$ cat src/hw/rtl/lz_flag_group_compressor_core_defines.svh
// Assertion macros shared by the compressor RTL.
`ifndef LZ_FLAG_GROUP_COMPRESSOR_CORE_DEFINES_SVH
`define LZ_FLAG_GROUP_COMPRESSOR_CORE_DEFINES_SVH

// Invariant checked at every clock edge outside reset.
`define LZFGC_ASSERT(lbl, prop, msg) \
  lbl: assert property (@(posedge clk_i) disable iff (!rst_ni) (prop)) else $error(msg);

// Implication checked at every clock edge outside reset.
`define LZFGC_ASSERT_IMP(lbl, ante, cons, msg) \
  lbl: assert property (@(posedge clk_i) disable iff (!rst_ni) (ante) |-> (cons)) \
    else $error(msg);

`endif

$ cat src/hw/rtl/lzfgc_fifo.sv
// ----------------------------------------------------------------------------
// lzfgc_fifo
// Small register queue with push/full and pop/empty sides.
// ----------------------------------------------------------------------------
module lzfgc_fifo #(
  parameter int WIDTH = 9,
  parameter int DEPTH = 2
) (
  input  logic             clk_i,
  input  logic             rst_ni,
  input  logic             push_i,
  input  logic [WIDTH-1:0] wdata_i,
  output logic             full_o,
  input  logic             pop_i,
  output logic [WIDTH-1:0] rdata_o,
  output logic             empty_o
);

  localparam int PW = (DEPTH > 1) ? $clog2(DEPTH) : 1;
  localparam int CW = $clog2(DEPTH + 1);

  logic [WIDTH-1:0] mem_q [DEPTH];
  logic [PW-1:0]    wr_q, wr_d, rd_q, rd_d;
  logic [CW-1:0]    cnt_q, cnt_d;
  logic             do_push, do_pop;

  assign full_o  = (cnt_q == CW'(DEPTH));
  assign empty_o = (cnt_q == '0);
  assign rdata_o = mem_q[rd_q];
  assign do_push = push_i && !full_o;
  assign do_pop  = pop_i && !empty_o;

  always_comb begin
    wr_d  = wr_q;
    rd_d  = rd_q;
    cnt_d = cnt_q;
    if (do_push) begin
      wr_d = (wr_q == PW'(DEPTH - 1)) ? '0 : wr_q + 1'b1;
    end
    if (do_pop) begin
      rd_d = (rd_q == PW'(DEPTH - 1)) ? '0 : rd_q + 1'b1;
    end
    if (do_push && !do_pop) begin
      cnt_d = cnt_q + 1'b1;
    end else if (do_pop && !do_push) begin
      cnt_d = cnt_q - 1'b1;
    end
  end

  always_ff @(posedge clk_i or negedge rst_ni) begin
    if (!rst_ni) begin
      wr_q  <= '0;
      rd_q  <= '0;
      cnt_q <= '0;
    end else begin
      wr_q  <= wr_d;
      rd_q  <= rd_d;
      cnt_q <= cnt_d;
    end
  end

  always_ff @(posedge clk_i) begin
    if (do_push) begin
      mem_q[wr_q] <= wdata_i;
    end
  end

endmodule

$ cat config.mk
export PLATFORM = sky130hd
export DESIGN_NAME = lzfgc_fifo
export DESIGN_NICKNAME = d
export VERILOG_FILES = /design/src/hw/rtl/lz_flag_group_compressor_core_defines.svh /design/src/hw/rtl/lzfgc_fifo.sv
export SDC_FILE = /design/constraint.sdc
export NUM_CORES = 1
export LEC_CHECK = 0
export BUFFER_PORTS_ARGS = -buffer_cell sky130_fd_sc_hd__buf_2
export CORE_MARGIN = 2
export CORE_UTILIZATION = 31
export DETAILED_ROUTE_END_ITERATION = 10
export GPL_TIMING_DRIVEN = 0
export MAX_ROUTING_LAYER = met4
export PLACE_DENSITY = 0.63
export SKIP_LAST_GASP = 1
export SYNTH_ARGS = -nofsm -noshare
export SYNTH_HDL_FRONTEND = slang
export SYNTH_SLANG_ARGS = --single-unit
$ cat constraint.sdc
create_clock -name clk_i -period 1.75 [get_ports clk_i]
set_clock_uncertainty 0.2 [all_clocks]
set_input_delay 0.175 -clock clk_i [delete_from_list [all_inputs] [get_ports clk_i]]
set_output_delay 0.175 -clock clk_i [all_outputs]
set_load 0.03 [all_outputs]
==> results of run 1 <==
==> path summary, 6_finish.rpt <==
path | from | end | slack, ps | cells after the start
hold / removal | wr_q$_DFFE_PN0P_ | wr_q$_DFFE_PN0P_ | 320 | 1
setup / recovery | rd_q$_DFFE_PN0P_ | rdata_o[5] | 20 | 3
hold reg to reg | wr_q$_DFFE_PN0P_ | wr_q$_DFFE_PN0P_ | 320 | 1
max in group asynchronous | rst_ni | cnt_q[0]$_DFFE_PN0P_ | 640 | 3
setup reg to reg | cnt_q[0]$_DFFE_PN0P_ | cnt_q[1]$_DFFE_PN0P_ | 80 | 6
min in group asynchronous | rst_ni | wr_q$_DFFE_PN0P_ | 520 | 3
==> worst max-delay path, stage by stage, from the launching register on <==
cell	delay, ps
dfrtp_1	430
buf_6	140
mux2_1	330
buf_6	150
==> layout by cell type, fill, tap and decap left out <==
cell / Yosys / layout
edfxtp_1: 18 / 18
buf_2: 1 / 14
buf_6: 0 / 11
mux2_1: 6 / 4
nor2_2: 0 / 1
dlygate4sd3_1: 0 / 13
dfrtp_2: 0 / 1
mux2_4: 0 / 1
clkbuf_4: 0 / 3
xnor2_1: 3 / 3
nand2_2: 1 / 1
bufinv_16: 0 / 1
nor2_1: 3 / 2
dfrtp_1: 4 / 3
mux2_2: 3 / 4
xor2_1: 2 / 2
inv_1: 2 / 2
nand2b_1: 1 / 1
and3_1: 1 / 1
ha_1: 1 / 1
buf_4: 0 / 4
o21ai_1: 1 / 1
==> per-layer routing <==
layer	vias to the layer above	global-route usage, %	wire, µm
li1	259	-	-
met1	239	11.8	695
met2	22	16.5	749
met3	2	4.19	83
met4	0	3.06	11
met5	-	-	0
==> state kept, by name, summed over array words and instances (netlist names) <==
| signal | flops |
|---|---|
| mem_q | 18 |
| cnt_q | 2 |
| wr_q | 1 |
| rd_q | 1 |
==> layout make-up <==
class / instances / area [µm²]
tap: 30 / 37.5
multi-input combinational: 22 / 199
fill: 234 / 1230
buffer: 1 / 11.3
inverter: 2 / 7.51
sequential: 22 / 642
clock buffer: 3 / 22.5
clock inverter: 1 / 30.0
timing repair buffer: 41 / 343
==> what timing repair did <==
| item | 4_1_cts | 5_1_grt |
|---|---|---|
| hold endpoints to repair | 24 | 0 |
| gates cloned | 0 | 1 |
| endpoints found under the setup margin | 18 | 19 |
| hold buffers | 13 | 0 |
| gates resized for setup | 3 | 33 |
| setup buffers | 0 | 4 |
==> where the power goes <==
group          leakage (nW)  switching, mW  internal (mW)
combinational         0.293          0.533          0.496
sequential            0.213         0.0678          0.733
clock                0.0279          0.158          0.232
total                 0.534          0.759           1.46
==> cells by family after synthesis <==
kind of cell / Yosys count / share of synthesized area, %
xor gates and xnor gates: 5 / 5.18
adders and majority gates: 1 / 1.48
muxes: 9 / 12.0
DFF: 22 / 75.7
buffers and inverters: 3 / 1.48
AOI/OAI and AO/OA: 1 / 0.591
and+or+nand+nor: 6 / 3.55
==> summary.md, run 1 <==
| Metric | Value |
|---|---|
| Slew @ Worst Pin | 494 ps |
| CP startpoint kind | flop |
| Fin cells | 122 |
| Routed WL | 1.54 mm |
| CP endpoint kind | primary output |
| Setup TNS | 0 ps |
| Outcome | finished clean |
| Synth cell count leaders | edfxtp_1, mux2_1, dfrtp_1 |
| Total power draw | 2.22 mW |
| Worst skew pair latency | 310 ps |
| Static Leakage | 0.534 nW |
| Max-Cap Viols | 0 |
| Synth Cell Area | 846 µm² |
| Clk buf depth | 2 |
| Fraction of registers with async set or reset after synthesis | 18.2% |
| Clock transition at path regs | 130 ps |
| Antenna Cells | 0 |
| Place WS | -125 ps |
| Rel. slew slack | 67.0% |
| Initial Util | 33.5% |
| CTS tree | yes |
| Area after DPL | 998 µm² |
| Die Wd | 56.2 µm |
| Synthesis-stage register bit count | 22 |
| CTS Root Cell | clkbuf_4 |
| Mean routed wirelength per cell | 12.6 µm |
| Post-DRT Antenna Nets | 0 |
| DR iter-0 viols | 4 |
| Endpoints failing hold | 0 |
| Vias in the first global route | 536 |
| First-pass GRT wire length | 2.36 mm |
| Inst Count DP | 100 |
| # clock sinks | 22 |
| Post-layout util | 51.2% |
| Top FF cell, synth | edfxtp_1 |
| Count of distinct cell types in the synthesized netlist | 14 |
| Drt first pass iters | 3 |
| I/O Buffers | 23 |
| Pwr dens | 1720 nW/µm² |
| NumNets Final | 107 |
| Cell with the most instances after synthesis | edfxtp_1 |
| WS Path Type | flop to primary output |
| # IOs | 24 |
| Largest net degree at the start of global routing | 14 |
| Final min period | 1730 ps |
| Synth Instances | 47 |
| Final slew viol count | 0 |
| Hold Crit Class | flop to flop |
| Die area | 3160 µm² |
| Critical path data required time | 1370 ps |
| Overflow after GRT | 0 |
| Area delta synth->final | 52.8% |
| Post-synth top area share | 63.9% |
| Share of layout cells above drive strength 1 | 44.6% |
| GR Util All Layers | 10.3% |
| Die height | 56.2 µm |
| CTS buffer count | 3 |
| Max frequency | 577 MHz |
| Final setup viols | 0 |
| CORE AREA | 2520 µm² |
| Final GP Congestion | 0.634 |
| Design area | 1290 µm² |
| Mean Syn Cell Area | 18.0 µm² |
| Cell taking the most area after synthesis | edfxtp_1 |
| Synth warnings | 0 |
| Critical Path Fanout Max | 5 |
| Worst setup margin | 18.1 ps |
| Fin crit share | 99.0% |
| Worst Path Arrival | 1360 ps |
| Via/cell ratio | 4.28 |
| DPL Wire Length | 923 µm |
| Max rail drop VDD | 952 µV |
| Unrepaired setup endpoints after global routing | true |
| Area contributors post-synth | edfxtp_1, dfrtp_1, mux2_1 |
| Number of flops mapped to enable cells by yosys | 18 |
| Total number of vias | 522 |
| Antenna violations before repair | 0 |
| DRC viols | 0 |
| Register area share after synthesis | 75.7% |
| Rows | 18 |
| Mapped Nets | 61 |
| Hold slack | 321 ps |
| CTS H-tree lvls | 1 |
No activity file was read; power rests on OpenSTA's default activity.
==> run 2, diff against run 1 <==
- CTS_BUF_LIST: default -> sky130_fd_sc_hd__clkbuf_8
==> run 2 against run 1 <==
  * Die area unchanged
  * Largest power group unchanged
  * Core utilization decreased by 3.4 points
  * Clock power increased by 21%
  * Sequential power decreased by 1%
  * Total power decreased by 5.9%
  * Highest routed layer is now met3
  * Wire length decreased by 11%
  * Global-route usage increased by 0.055 points
  * Sequential share of layout area increased by 3.5 points
==> summary.md, run 2 (synthesis gave the netlist of run 1 again) <==
| Metric | Value |
|---|---|
| Antenna violations before repair | 0 |
| Final setup viols | 0 |
| CP Cell Sequence | buf_6 > mux2_2 > buf_2 |
| Largest register FFs | 18 |
| Sequential share of power | 38.0% |
| I/O Buffers | 23 |
| Rows | 18 |
| Mean routed wirelength per cell | 11.7 µm |
| Comb pwr share | 39.6% |
| Inst Count DP | 100 |
| Worst skew pair latency | 260 ps |
| # IOs | 24 |
| Antenna Cells | 0 |
| Endpoints failing hold | 0 |
| # clock sinks | 22 |
| FF-to-FF Start | cnt_q[0]$_DFFE_PN0P_ |
| Slew @ Worst Pin | 472 ps |
| Fin crit share | 95.5% |
| Commonest non-fill, non-tap cells in the layout | buf_2, edfxtp_1, dlygate4sd3_1 |
| NumNets Final | 102 |
| FF-to-FF path depth | 6 |
| Reg-to-Reg End | cnt_q[1]$_DFFE_PN0P_ |
| Final GP Congestion | 0.634 |
| CORE AREA | 2520 µm² |
| CTS buffer count | 3 |
| Sw Pwr | 723 µW |
| Final slew viol count | 0 |
| Critical Path Fanout Max | 10 |
| CP startpoint kind | flop |
| CTS Root Cell | clkbuf_8 |
| Largest regs | mem_q x18, cnt_q x2 |
| Int Pwr | 1.37 mW |
| Fin cells | 117 |
| Critical path's largest stage delay | 350 ps |
| Pwr dens | 1730 nW/µm² |
| Sw Share | 34.6% |
| Max frequency | 599 MHz |
| Outcome | finished clean |
| Clk buf depth | 2 |
| DPL Wire Length | 923 µm |
| Static Leakage | 0.495 nW |
| Rel. slew slack | 68.5% |
| First-pass GRT wire length | 2.34 mm |
| CTS H-tree lvls | 1 |
| Die area | 3160 µm² |
| Drt first pass iters | 2 |
| Worst Path Arrival | 1300 ps |
| Critical path data required time | 1370 ps |
| Largest net degree at the start of global routing | 14 |
| Critical path buffers and inverters | 2 |
| Total power draw | 2.09 mW |
| Post-DRT Antenna Nets | 0 |
| Top delay family on crit path | flip-flops |
| Die height | 56.2 µm |
| Overflow after GRT | 0 |
| First element of the critical path | rd_q$_DFFE_PN0P_ |
| Initial Util | 33.5% |
| GR Util All Layers | 10.3% |
| Total number of vias | 492 |
| Max rail drop VDD | 970 µV |
| WS Path Type | flop to primary output |
| Reg with most FFs | mem_q |
| Final min period | 1670 ps |
| Leading cell type in the layout, fill and taps excluded | buf_2 |
| Hold Crit Class | primary input to async pin |
| R2r setup slk | 110 ps |
| Slowest stage cell, crit path | dfrtp_1 |
| Die Wd | 56.2 µm |
| Setup TNS | 0 ps |
| Via/cell ratio | 4.21 |
| Vias in the first global route | 535 |
| CP endpoint kind | primary output |
| Area delta synth->final | 42.8% |
| Clock transition at path regs | 80 ps |
| DRC viols | 0 |
| Routed WL | 1.37 mm |
| Share of layout cells above drive strength 1 | 42.5% |
| CTS tree | yes |
| Unrepaired setup endpoints after global routing | false |
| Max-Cap Viols | 0 |
| Clock share of power | 22.5% |
| DR iter-0 viols | 1 |
run 2: cell type report:
class | count | area (µm²)
Multi-Input combinational cell | 22 | 198
Clock inverter | 1 | 30.0
Tap cell | 30 | 37.5
Fill cell | 236 | 1320
Timing Repair Buffer | 36 | 240
Inverter | 2 | 7.51
Sequential cell | 22 | 642
Buffer | 1 | 11.3
Clock buffer | 3 | 41.3
run 2: metrics by stage:
stage | hold WS (ps) | instance area (µm²) | utilization, % | setup slack, ps
final | 30.1 | 1210 | 47.9 | 79.2
after global routing | 50.6 | 1210 | 47.9 | 3.01
after CTS | 23.7 | 1180 | 47.0 | 38.7
after detailed placement | -211 | 998 | 39.6 | -125
after global placement | -214 | 998 | 39.6 | -119
after floorplan | -321 | 846 | - | 130
run 2: worst max path at each step:
stage	end	slack, ps	cells after the start
global placement	mem_q[0][3]$_DFFE_PP_	-120	3
detailed placement	mem_q[0][7]$_DFFE_PP_	-120	3
CTS	rdata_o[4]	40	3
global route	cnt_q[1]$_DFFE_PN0P_	3	6
finish	rdata_o[0]	80	3
floorplan	mem_q[0][0]$_DFFE_PP_	130	3
run 2: timing repair:
item | 4_1_cts | 5_1_grt
endpoints found under the setup margin | 18 | 12
hold endpoints to repair | 23 | 0
gates resized for setup | 2 | 3
hold buffers | 11 | 0
setup buffers | 0 | 2
run 2: metal layers:
metal,track usage (%),routed length [µm],vias up
li1,-,-,248
met4,4.08,0,0
met5,-,0,-
met2,16.3,647,19
met3,4.19,73,0
met1,11.7,646,225
run 2: power by group through the flow:
stage                     sequential [mW]  clock, mW  combinational [mW]
after detailed placement            0.804          0               0.751
after global routing                0.812      0.502               0.894
after CTS                           0.797      0.486               0.781
final                               0.793      0.469               0.826
after global placement              0.798          0               0.742
after floorplan                     0.789          0               0.571
